===== src/hdl/sdba_pkg.sv =====
package sdba_pkg;

  // Scan and alignment limits
  localparam int TAP_COUNT  = 32;
  localparam int SLIP_LIMIT = 4;

  // Field widths
  localparam int WORD_W  = 32;
  localparam int TAP_W   = 6;
  localparam int CNT_W   = 7;
  localparam int SUM_W   = 12;
  localparam int SLIP_W  = 4;
  localparam int ACT_W   = 2;
  localparam int CFG_IDX_W = 2;

  // Restoring divider: one quotient bit per step
  localparam int DIV_STEPS = SUM_W;
  localparam int DIV_CNT_W = 4;

  // Register reset values
  localparam logic [WORD_W-1:0] PATTERN_RST  = 32'hFFAA5500;
  localparam logic [TAP_W-1:0]  MIN_RUN_RST  = 6'd4;
  localparam logic [TAP_W-1:0]  FALLBACK_RST = 6'd9;

  // Configuration register indexes
  localparam logic [CFG_IDX_W-1:0] CFG_PATTERN  = 2'd0;
  localparam logic [CFG_IDX_W-1:0] CFG_MIN_RUN  = 2'd1;
  localparam logic [CFG_IDX_W-1:0] CFG_FALLBACK = 2'd2;

  // Input item kinds
  localparam logic KIND_START    = 1'b0;
  localparam logic KIND_READBACK = 1'b1;

  // Result actions
  localparam logic [ACT_W-1:0] ACT_TAP  = 2'd0;
  localparam logic [ACT_W-1:0] ACT_SLIP = 2'd1;
  localparam logic [ACT_W-1:0] ACT_DONE = 2'd2;

  // Training phase
  typedef enum logic [1:0] {
    PH_IDLE,
    PH_SCAN,
    PH_SLIP
  } phase_t;

  // Controller states
  typedef enum logic [1:0] {
    C_WAIT,
    C_DIV,
    C_EMIT
  } ctrl_state_t;

  // Controller to datapath
  typedef struct packed {
    logic accept;
    logic div_step;
    logic load_out;
  } sdba_cmd_t;

  // Datapath to controller
  typedef struct packed {
    logic has_result;
    logic need_div;
    logic div_last;
    logic out_free;
  } sdba_sts_t;

endpackage


===== src/hdl/sdba_req_if.sv =====
interface sdba_req_if;
  logic                       valid;
  logic                       ready;
  logic                       kind;
  logic [sdba_pkg::WORD_W-1:0] readback_word;

  modport source (output valid, output kind, output readback_word, input ready);
  modport sink   (input valid, input kind, input readback_word, output ready);
endinterface


===== src/hdl/sdba_rsp_if.sv =====
interface sdba_rsp_if;
  logic                        valid;
  logic                        ready;
  logic [sdba_pkg::ACT_W-1:0]  action;
  logic [sdba_pkg::TAP_W-1:0]  tap;
  logic [sdba_pkg::SLIP_W-1:0] slips;
  logic                        aligned;

  modport source (output valid, output action, output tap, output slips, output aligned,
                  input ready);
  modport sink   (input valid, input action, input tap, input slips, input aligned,
                  output ready);
endinterface


===== src/hdl/sdba_ctrl.sv =====
module sdba_ctrl (
  input  logic                clk,
  input  logic                rst,
  input  logic                in_valid,
  output logic                in_ready,
  input  sdba_pkg::sdba_sts_t sts,
  output sdba_pkg::sdba_cmd_t cmd
);

  sdba_pkg::ctrl_state_t state;
  sdba_pkg::ctrl_state_t state_next;

  // State register
  always_ff @(posedge clk) begin
    if (rst) begin
      state <= sdba_pkg::C_WAIT;
    end else begin
      state <= state_next;
    end
  end

  // Next state
  always_comb begin
    state_next = state;
    case (state)
      sdba_pkg::C_WAIT: begin
        if (in_valid) begin
          if (sts.need_div) begin
            state_next = sdba_pkg::C_DIV;
          end else if (sts.has_result) begin
            state_next = sdba_pkg::C_EMIT;
          end
        end
      end
      sdba_pkg::C_DIV: begin
        if (sts.div_last) begin
          state_next = sdba_pkg::C_EMIT;
        end
      end
      sdba_pkg::C_EMIT: begin
        if (sts.out_free) begin
          state_next = sdba_pkg::C_WAIT;
        end
      end
      default: state_next = sdba_pkg::C_WAIT;
    endcase
  end

  // Outputs
  always_comb begin
    in_ready     = 1'b0;
    cmd.accept   = 1'b0;
    cmd.div_step = 1'b0;
    cmd.load_out = 1'b0;
    case (state)
      sdba_pkg::C_WAIT: begin
        in_ready   = 1'b1;
        cmd.accept = in_valid;
      end
      sdba_pkg::C_DIV: begin
        cmd.div_step = 1'b1;
      end
      sdba_pkg::C_EMIT: begin
        cmd.load_out = sts.out_free;
      end
      default: begin
        in_ready = 1'b0;
      end
    endcase
  end

endmodule


===== src/hdl/sdba_dp.sv =====
module sdba_dp (
  input  logic                           clk,
  input  logic                           rst,
  // configuration
  input  logic                           cfg_we,
  input  logic [sdba_pkg::CFG_IDX_W-1:0] cfg_index,
  input  logic [sdba_pkg::WORD_W-1:0]    cfg_data,
  // input payload
  input  logic                           kind,
  input  logic [sdba_pkg::WORD_W-1:0]    readback_word,
  // output channel
  output logic                           out_valid,
  input  logic                           out_ready,
  output logic [sdba_pkg::ACT_W-1:0]     action,
  output logic [sdba_pkg::TAP_W-1:0]     tap,
  output logic [sdba_pkg::SLIP_W-1:0]    slips,
  output logic                           aligned,
  // control
  input  sdba_pkg::sdba_cmd_t            cmd,
  output sdba_pkg::sdba_sts_t            sts
);

  // Configuration registers
  logic [sdba_pkg::WORD_W-1:0] training_pattern;
  logic [sdba_pkg::TAP_W-1:0]  min_run;
  logic [sdba_pkg::TAP_W-1:0]  fallback_tap;

  // Training state
  sdba_pkg::phase_t            phase, phase_next;
  logic [sdba_pkg::TAP_W-1:0]  current_tap, current_tap_next;
  logic [sdba_pkg::CNT_W-1:0]  pass_count, pass_count_next;
  logic [sdba_pkg::SUM_W-1:0]  pass_sum, pass_sum_next;
  logic                        window_open, window_open_next;
  logic [sdba_pkg::TAP_W-1:0]  chosen_tap, chosen_tap_next;
  logic [sdba_pkg::SLIP_W-1:0] slip_index, slip_index_next;

  // Pending result
  logic [sdba_pkg::ACT_W-1:0]  res_action, res_action_next;
  logic [sdba_pkg::TAP_W-1:0]  res_tap, res_tap_next;
  logic [sdba_pkg::SLIP_W-1:0] res_slips, res_slips_next;
  logic                        res_aligned, res_aligned_next;

  // Divider
  logic [sdba_pkg::CNT_W-1:0]     div_rem;
  logic [sdba_pkg::SUM_W-1:0]     div_quo;
  logic [sdba_pkg::CNT_W-1:0]     div_dvs;
  logic [sdba_pkg::DIV_CNT_W-1:0] div_cnt;
  logic [sdba_pkg::CNT_W:0]       div_trial;
  logic                           div_ge;
  logic [sdba_pkg::SUM_W-1:0]     div_quo_step;

  logic                        pass_match;
  logic                        end_scan;
  logic [sdba_pkg::CNT_W-1:0]  tap_inc;
  logic [sdba_pkg::CNT_W-1:0]  cnt_n;
  logic [sdba_pkg::SUM_W-1:0]  sum_n;
  logic [sdba_pkg::SLIP_W:0]   slip_inc;

  // Status bits
  logic                        has_result;
  logic                        need_div;
  logic                        div_last;
  logic                        out_free;

  assign sts = '{has_result: has_result, need_div: need_div,
                 div_last: div_last, out_free: out_free};

  // Configuration writes
  always_ff @(posedge clk) begin
    if (rst) begin
      training_pattern <= sdba_pkg::PATTERN_RST;
      min_run          <= sdba_pkg::MIN_RUN_RST;
      fallback_tap     <= sdba_pkg::FALLBACK_RST;
    end else if (cfg_we) begin
      case (cfg_index)
        sdba_pkg::CFG_PATTERN:  training_pattern <= cfg_data;
        sdba_pkg::CFG_MIN_RUN:  min_run <= cfg_data[sdba_pkg::TAP_W-1:0];
        sdba_pkg::CFG_FALLBACK: fallback_tap <= cfg_data[sdba_pkg::TAP_W-1:0];
        default: ;
      endcase
    end
  end

  // Pattern or any byte rotation of it
  assign pass_match = (readback_word == training_pattern) ||
                      (readback_word == {training_pattern[23:0], training_pattern[31:24]}) ||
                      (readback_word == {training_pattern[15:0], training_pattern[31:16]}) ||
                      (readback_word == {training_pattern[7:0], training_pattern[31:8]});

  assign tap_inc  = {1'b0, current_tap} + 7'd1;
  assign slip_inc = {1'b0, slip_index} + 5'd1;

  // Item decode: next training state and pending result
  always_comb begin
    phase_next       = phase;
    current_tap_next = current_tap;
    pass_count_next  = pass_count;
    pass_sum_next    = pass_sum;
    window_open_next = window_open;
    chosen_tap_next  = chosen_tap;
    slip_index_next  = slip_index;
    res_action_next  = res_action;
    res_tap_next     = res_tap;
    res_slips_next   = res_slips;
    res_aligned_next = res_aligned;
    has_result       = 1'b0;
    need_div         = 1'b0;
    end_scan         = 1'b0;
    cnt_n            = pass_count;
    sum_n            = pass_sum;

    if (kind == sdba_pkg::KIND_START) begin
      phase_next       = sdba_pkg::PH_SCAN;
      current_tap_next = '0;
      pass_count_next  = '0;
      pass_sum_next    = '0;
      window_open_next = 1'b0;
      chosen_tap_next  = '0;
      slip_index_next  = '0;
      res_action_next  = sdba_pkg::ACT_TAP;
      res_tap_next     = '0;
      res_slips_next   = '0;
      res_aligned_next = 1'b0;
      has_result       = 1'b1;
    end else begin
      case (phase)
        sdba_pkg::PH_SCAN: begin
          // run bookkeeping
          if (pass_match) begin
            cnt_n = pass_count + 7'd1;
            sum_n = pass_sum + {6'd0, current_tap};
            if (cnt_n > {1'b0, min_run}) begin
              window_open_next = 1'b1;
            end
          end else if (window_open) begin
            end_scan = 1'b1;
          end else begin
            cnt_n = '0;
            sum_n = '0;
          end
          pass_count_next  = cnt_n;
          pass_sum_next    = sum_n;
          res_action_next  = sdba_pkg::ACT_TAP;
          res_slips_next   = '0;
          res_aligned_next = 1'b0;
          has_result       = 1'b1;
          // step to next tap
          if (!end_scan) begin
            if (tap_inc >= 7'(sdba_pkg::TAP_COUNT)) begin
              end_scan = 1'b1;
            end else begin
              current_tap_next = tap_inc[sdba_pkg::TAP_W-1:0];
              res_tap_next     = tap_inc[sdba_pkg::TAP_W-1:0];
            end
          end
          // scan over: average or fallback
          if (end_scan) begin
            slip_index_next = '0;
            phase_next      = sdba_pkg::PH_SLIP;
            if (cnt_n != '0) begin
              need_div = 1'b1;
            end else begin
              chosen_tap_next = fallback_tap;
              res_tap_next    = fallback_tap;
            end
          end
        end
        sdba_pkg::PH_SLIP: begin
          has_result   = 1'b1;
          res_tap_next = chosen_tap;
          if (readback_word == training_pattern) begin
            phase_next       = sdba_pkg::PH_IDLE;
            res_action_next  = sdba_pkg::ACT_DONE;
            res_slips_next   = slip_index;
            res_aligned_next = 1'b1;
          end else if (slip_inc < 5'(sdba_pkg::SLIP_LIMIT) && slip_index != 4'd15) begin
            slip_index_next  = slip_inc[sdba_pkg::SLIP_W-1:0];
            res_action_next  = sdba_pkg::ACT_SLIP;
            res_slips_next   = '0;
            res_aligned_next = 1'b0;
          end else begin
            phase_next       = sdba_pkg::PH_IDLE;
            res_action_next  = sdba_pkg::ACT_DONE;
            res_slips_next   = '0;
            res_aligned_next = 1'b0;
          end
        end
        default: ;
      endcase
    end
  end

  // Training state registers
  always_ff @(posedge clk) begin
    if (rst) begin
      phase       <= sdba_pkg::PH_IDLE;
      current_tap <= '0;
      pass_count  <= '0;
      pass_sum    <= '0;
      window_open <= 1'b0;
      chosen_tap  <= '0;
      slip_index  <= '0;
    end else if (cmd.accept) begin
      phase       <= phase_next;
      current_tap <= current_tap_next;
      pass_count  <= pass_count_next;
      pass_sum    <= pass_sum_next;
      window_open <= window_open_next;
      chosen_tap  <= chosen_tap_next;
      slip_index  <= slip_index_next;
    end else if (cmd.div_step && div_last) begin
      chosen_tap  <= div_quo_step[sdba_pkg::TAP_W-1:0];
    end
  end

  // Restoring divide step
  assign div_trial    = {div_rem, div_quo[sdba_pkg::SUM_W-1]};
  assign div_ge       = div_trial >= {1'b0, div_dvs};
  assign div_quo_step = {div_quo[sdba_pkg::SUM_W-2:0], div_ge};
  assign div_last     = (div_cnt == 4'(sdba_pkg::DIV_STEPS - 1));

  // Divider and pending result registers
  always_ff @(posedge clk) begin
    if (cmd.accept) begin
      res_action  <= res_action_next;
      res_tap     <= res_tap_next;
      res_slips   <= res_slips_next;
      res_aligned <= res_aligned_next;
      div_rem     <= '0;
      div_quo     <= sum_n;
      div_dvs     <= cnt_n;
      div_cnt     <= '0;
    end else if (cmd.div_step) begin
      div_rem <= div_ge ? 7'(div_trial - {1'b0, div_dvs})
                        : div_trial[sdba_pkg::CNT_W-1:0];
      div_quo <= div_quo_step;
      div_cnt <= div_cnt + 4'd1;
      if (div_last) begin
        res_tap <= div_quo_step[sdba_pkg::TAP_W-1:0];
      end
    end
  end

  // Output register
  assign out_free = !out_valid || out_ready;

  always_ff @(posedge clk) begin
    if (rst) begin
      out_valid <= 1'b0;
    end else if (cmd.load_out) begin
      out_valid <= 1'b1;
    end else if (out_ready) begin
      out_valid <= 1'b0;
    end
  end

  always_ff @(posedge clk) begin
    if (cmd.load_out) begin
      action  <= res_action;
      tap     <= res_tap;
      slips   <= res_slips;
      aligned <= res_aligned;
    end
  end

endmodule


===== src/hdl/serdes_delay_bitslip_align.sv =====
// Channel  Dir  Payload                          Handshake
// req      in   kind, readback_word              valid/ready
// rsp      out  action, tap, slips, aligned      valid/ready
// cfg      in   cfg_index, cfg_data              cfg_we, no wait
//
// An item that gives a result is accepted, then loaded into the output register once that register is free.
// The readback that ends the scan with passing taps also runs the restoring
// divider for the tap average, which produces one quotient bit per cycle of its 12-bit quotient.
// A readback while idle gives no result.
// rst is synchronous; there is no clearing pass, the block takes items right after reset.
// req.ready drops while an item is in work; a held result waits in the output register.
module serdes_delay_bitslip_align (
  input  logic                           clk,
  input  logic                           rst,
  sdba_req_if.sink                       req,
  sdba_rsp_if.source                     rsp,
  input  logic                           cfg_we,
  input  logic [sdba_pkg::CFG_IDX_W-1:0] cfg_index,
  input  logic [sdba_pkg::WORD_W-1:0]    cfg_data
);

  sdba_pkg::sdba_cmd_t cmd;
  sdba_pkg::sdba_sts_t sts;

  // Sequencer
  sdba_ctrl u_ctrl (
    .clk      (clk),
    .rst      (rst),
    .in_valid (req.valid),
    .in_ready (req.ready),
    .sts      (sts),
    .cmd      (cmd)
  );

  // Scan, average and alignment datapath
  sdba_dp u_dp (
    .clk           (clk),
    .rst           (rst),
    .cfg_we        (cfg_we),
    .cfg_index     (cfg_index),
    .cfg_data      (cfg_data),
    .kind          (req.kind),
    .readback_word (req.readback_word),
    .out_valid     (rsp.valid),
    .out_ready     (rsp.ready),
    .action        (rsp.action),
    .tap           (rsp.tap),
    .slips         (rsp.slips),
    .aligned       (rsp.aligned),
    .cmd           (cmd),
    .sts           (sts)
  );

endmodule

===== src/flat_wrapper.sv =====
// flat-port wrapper written by rule: the top's interface ports become plain ports
module serdes_delay_bitslip_align_flat 
  (clk, rst, cfg_we, cfg_index, cfg_data, req_valid, req_kind, req_readback_word, req_ready, rsp_valid, rsp_action, rsp_tap, rsp_slips, rsp_aligned, rsp_ready);
  sdba_req_if req_i ();
  sdba_rsp_if rsp_i ();
  input  logic clk;
  input  logic rst;
  input  logic cfg_we;
  input  logic [sdba_pkg::CFG_IDX_W-1:0] cfg_index;
  input  logic [sdba_pkg::WORD_W-1:0] cfg_data;
  input wire logic [$bits(req_i.valid)-1:0] req_valid;
  input wire logic [$bits(req_i.kind)-1:0] req_kind;
  input wire logic [$bits(req_i.readback_word)-1:0] req_readback_word;
  output wire logic [$bits(req_i.ready)-1:0] req_ready;
  output wire logic [$bits(rsp_i.valid)-1:0] rsp_valid;
  output wire logic [$bits(rsp_i.action)-1:0] rsp_action;
  output wire logic [$bits(rsp_i.tap)-1:0] rsp_tap;
  output wire logic [$bits(rsp_i.slips)-1:0] rsp_slips;
  output wire logic [$bits(rsp_i.aligned)-1:0] rsp_aligned;
  input wire logic [$bits(rsp_i.ready)-1:0] rsp_ready;
  assign req_i.valid = req_valid;
  assign req_i.kind = req_kind;
  assign req_i.readback_word = req_readback_word;
  assign req_ready = req_i.ready;
  assign rsp_valid = rsp_i.valid;
  assign rsp_action = rsp_i.action;
  assign rsp_tap = rsp_i.tap;
  assign rsp_slips = rsp_i.slips;
  assign rsp_aligned = rsp_i.aligned;
  assign rsp_i.ready = rsp_ready;
  serdes_delay_bitslip_align u_core (.clk(clk), .rst(rst), .req(req_i), .rsp(rsp_i), .cfg_we(cfg_we), .cfg_index(cfg_index), .cfg_data(cfg_data));
endmodule

===== config.mk =====
export PLATFORM = sky130hd
export DESIGN_NAME = serdes_delay_bitslip_align_flat
export DESIGN_NICKNAME = d
export VERILOG_FILES = /design/src/hdl/sdba_pkg.sv /design/src/hdl/sdba_req_if.sv /design/src/hdl/sdba_rsp_if.sv /design/src/hdl/sdba_ctrl.sv /design/src/hdl/sdba_dp.sv /design/src/hdl/serdes_delay_bitslip_align.sv /design/src/flat_wrapper.sv
export SDC_FILE = /design/constraint.sdc
export NUM_CORES = 1
export LEC_CHECK = 0
export ABC_AREA = 1
export BUFFER_PORTS_ARGS = -buffer_cell sky130_fd_sc_hd__buf_4
export CAP_MARGIN = 20
export CORE_MARGIN = 3
export CORE_UTILIZATION = 55
export DETAILED_ROUTE_END_ITERATION = 16
export GPL_ROUTABILITY_DRIVEN = 0
export PLACE_DENSITY = 0.75
export REMOVE_ABC_BUFFERS = 1
export SYNTH_ARGS = -nofsm -noshare
export SYNTH_HDL_FRONTEND = slang
export SYNTH_SLANG_ARGS = --single-unit

===== constraint.sdc =====
create_clock -name clk -period 4 [get_ports clk]
set_clock_uncertainty 0.15 [all_clocks]
set_input_delay 0.2 -clock clk [delete_from_list [all_inputs] [get_ports clk]]
set_output_delay 0.2 -clock clk [all_outputs]
set_load 0.05 [all_outputs]

==> results.yml <==
yosys:
  synth_compound_area_frac: 0.144
  synthTopCellsByArea: "dfxtp_1 (22%), nand2_1 (19%), edfxtp_1 (15%), inv_1 (5.1%), nor2_1 (5.1%)"
  yosysUniqueCellTypes: 41
  netlist_area_mm2: 0.00889
  synth_top_area_share: 0.216
  avgSynthCellArea_um2: 6.80
  synth_fa_ha_area_frac: 0.0397
  post-synth-top-count-cell: "nand2_1"
  synth_top_cell_by_area: "dfxtp_1"
  synth-xor-area-share: 0.0532
  ys_seq_area_frac: 0.368
  synth_seq_cells: 141
  synth_mux_area_frac: 0.00127
  synthFlopType: "dfxtp_1"
  synthArstFlopShare: 0
  yosys-top-cells-count: "nand2_1 (460), inv_1 (121), nor2_1 (120)"
  ys_warn_count: 0
  synth_edf_count: 45
  synth_cells: 1307
  synth_top_family_by_area: "simple AND/OR/NAND/NOR gates"
  synthSimpleGateAreaFrac: 0.310
hold_path:
  hold_class: "primary input to flip-flop"
  min_path_cells: 3
setup_path:
  critical_path_class: "flip-flop to flip-flop"
  cp-start-kind: "flip-flop"
  crit_required_ns: 4.02
  worstPathMaxFanout: 16
  ff2ff_path_depth: 21
  worstSetupEndpointType: "flip-flop"
  arrival_ns: 3.13
layout:
  fin_util: 0.686
  area_delta_synth_final_pct: 19.5
  diodes: 0
  drive_gt1_frac: 0.126
  fin_cells: 1644
  fillers: 1386
  final_nets: 1519
global_routing:
  grt_max_degree: 49
  antenna_found_initial: 0
  grt_pass1_wl_mm: 39.7
  track_usage: 0.276
  grt-ovfl-total: 0
  grt_pass1_vias: 8203
placed_design:
  dp_hpwl_mm: 17.4
  place_inst: 1576
  port-buffer-count: 86
clock_tree:
  cts_buffers: 17
  post_cts_buffers: 0
  cts_tree: "done"
  h-tree-depth: 4
  cts_root_buf: "clkbuf_16"
  numClockSinks: 141
  clk_latency_ns: 0.43
  cts.clk_slew.worst_paths_ns: 0.06
  cts_max_path_buffers: 2
pwr:
  power_leakage_nw: 4.85
  vdd_drop_max_v: 0.000319
  power_density_mw_per_mm2: 395
job:
  cap_violations: 0
sta:
  hold_violations: 0
  slew_headroom: 0.362
  timing.final.crit_share: 0.778
  slew_viol_final: 0
  setup_viol: 0
  fin_setup_tns_ns: 0
  rsz0062_at_grt: "false"
  period_minus_slack_ns: 3.11
  tightest_slew_ns: 0.947
  max_freq_ghz: 0.321
floorplan:
  start_util: 0.574
  dieArea_mm2: 0.0177
  core_mm2: 0.0155
  die_y_um: 133
  io_pins: 87
  die_w_um: 133
  rows: 45
route:
  dr_total_vias: 8869
  routedWlPerCell_um: 14.8
  drt-total-wl_mm: 24.3
  drtAntennaViolNets: 0
  drtIter0Drc: 777
  route.detailed.drc: 0
  firstDrtPassIters: 7
  viasPerCell: 5.39
status:
  outcome: "complete, no violations"
[layer usage]
| metal | global-route usage | wire length, um |
|---|---|---|
| met4 | 0.0949 | 397 |
| met3 | 0.0593 | 1930 |
| met5 | 0 | 0 |
| met1 | 0.378 | 10900 |
| met2 | 0.435 | 11100 |
[layout make-up]
class	count	area, um^2	share of cell area
flip-flops and latches	141	3270	0.308
repair buffers	128	1070	0.100
well taps	211	264	0.0249
clock inverters	7	62.6	0.00589
multi-input cells	975	4880	0.459
clock buffers	25	487	0.0458
inverters	157	589	0.0555
[worst paths after layout]
path	from	slack (ns)	to
setup / recovery	u_core.u_dp.training_pattern[21]	0.89	u_core.u_dp.res_tap[0]
hold reg to reg	u_core.u_dp.res_slips[0]	0.27	u_core.u_dp.slips[0]
setup reg to reg	u_core.u_dp.training_pattern[21]	0.89	u_core.u_dp.res_tap[0]
hold / removal	cfg_index[1]	0.02	u_core.u_dp.min_run[2]
[cells by family (layout without fill, tap and decap cells)]
family	count (synthesis)	in the layout
adder cells (fa/ha/maj)	27	27
AO/OA/AOI/OAI	220	220
multiplexers	1	1
flip-flops	141	141
buffers and inverters	191	317
AND/OR/NAND/NOR	673	673
XOR/XNOR	54	54
[stage by stage]
stage	power, mW	hold slack (ns)	instance area, um^2	setup WS (ns)
floorplan	2.35	0.119	8730	0.400
global route	4.40	0.0273	10600	0.595
CTS	4.20	0.00673	10600	0.939
global placement	2.66	0.251	9690	1.03
detailed placement	2.68	0.255	9690	0.957
finish	4.20	0.0203	10600	0.886
[sequential cells by signal, summed over array words and instances (netlist names), 7 cells and up]
signal,cells
u_core.u_dp.pass_sum,12
u_core.u_dp.pass_count,7
u_core.u_dp.div_dvs,7
u_core.u_dp.div_rem,7
u_core.u_dp.training_pattern,32
u_core.u_dp.div_quo,12
[critical path: stages, from the launching register on]
cell and delay [ns]:
dfxtp_1 0.44, inv_2 0.10, nand2_1 0.07, nand2_1 0.06
nor2_1 0.11, nand2_1 0.11, nor2_1 0.13, nand2_1 0.07
nor2_2 0.23, nor2_4 0.09, nand2_4 0.22, nand2_1 0.11
nand2_1 0.09, nand2_1 0.09, nor2_4 0.13, nand2_4 0.12
nor2_2 0.22, nand2_1 0.08, nand3b_1 0.08, nand2_1 0.05
nand2_1 0.05, nand2_1 0.05
[placed cells by master, fill, tap and decap left out, drive strengths merged, types with 42 or more instances in the layout]
| cell | netlist | final |
|---|---|---|
| o21ai | 77 | 77 |
| edfxtp | 45 | 45 |
| inv | 156 | 156 |
| nor2 | 131 | 131 |
| dfxtp | 96 | 96 |
| xor2 | 51 | 51 |
| a21oi | 86 | 86 |
| nand3 | 42 | 42 |
| buf | 9 | 95 |
| nand2 | 467 | 467 |
[power breakdown]
group	switching (mW)	total (mW)	internal (mW)
clock network	0.592	1.50	0.903
registers	0.0823	1.75	1.66
logic	0.630	0.955	0.325
[timing repair]
action                    in CTS  in global routing
hold buffers                  33                  0
hold endpoints to repair      44                  0
resized for setup              0                  0
Power figures use the tool's default switching activity.
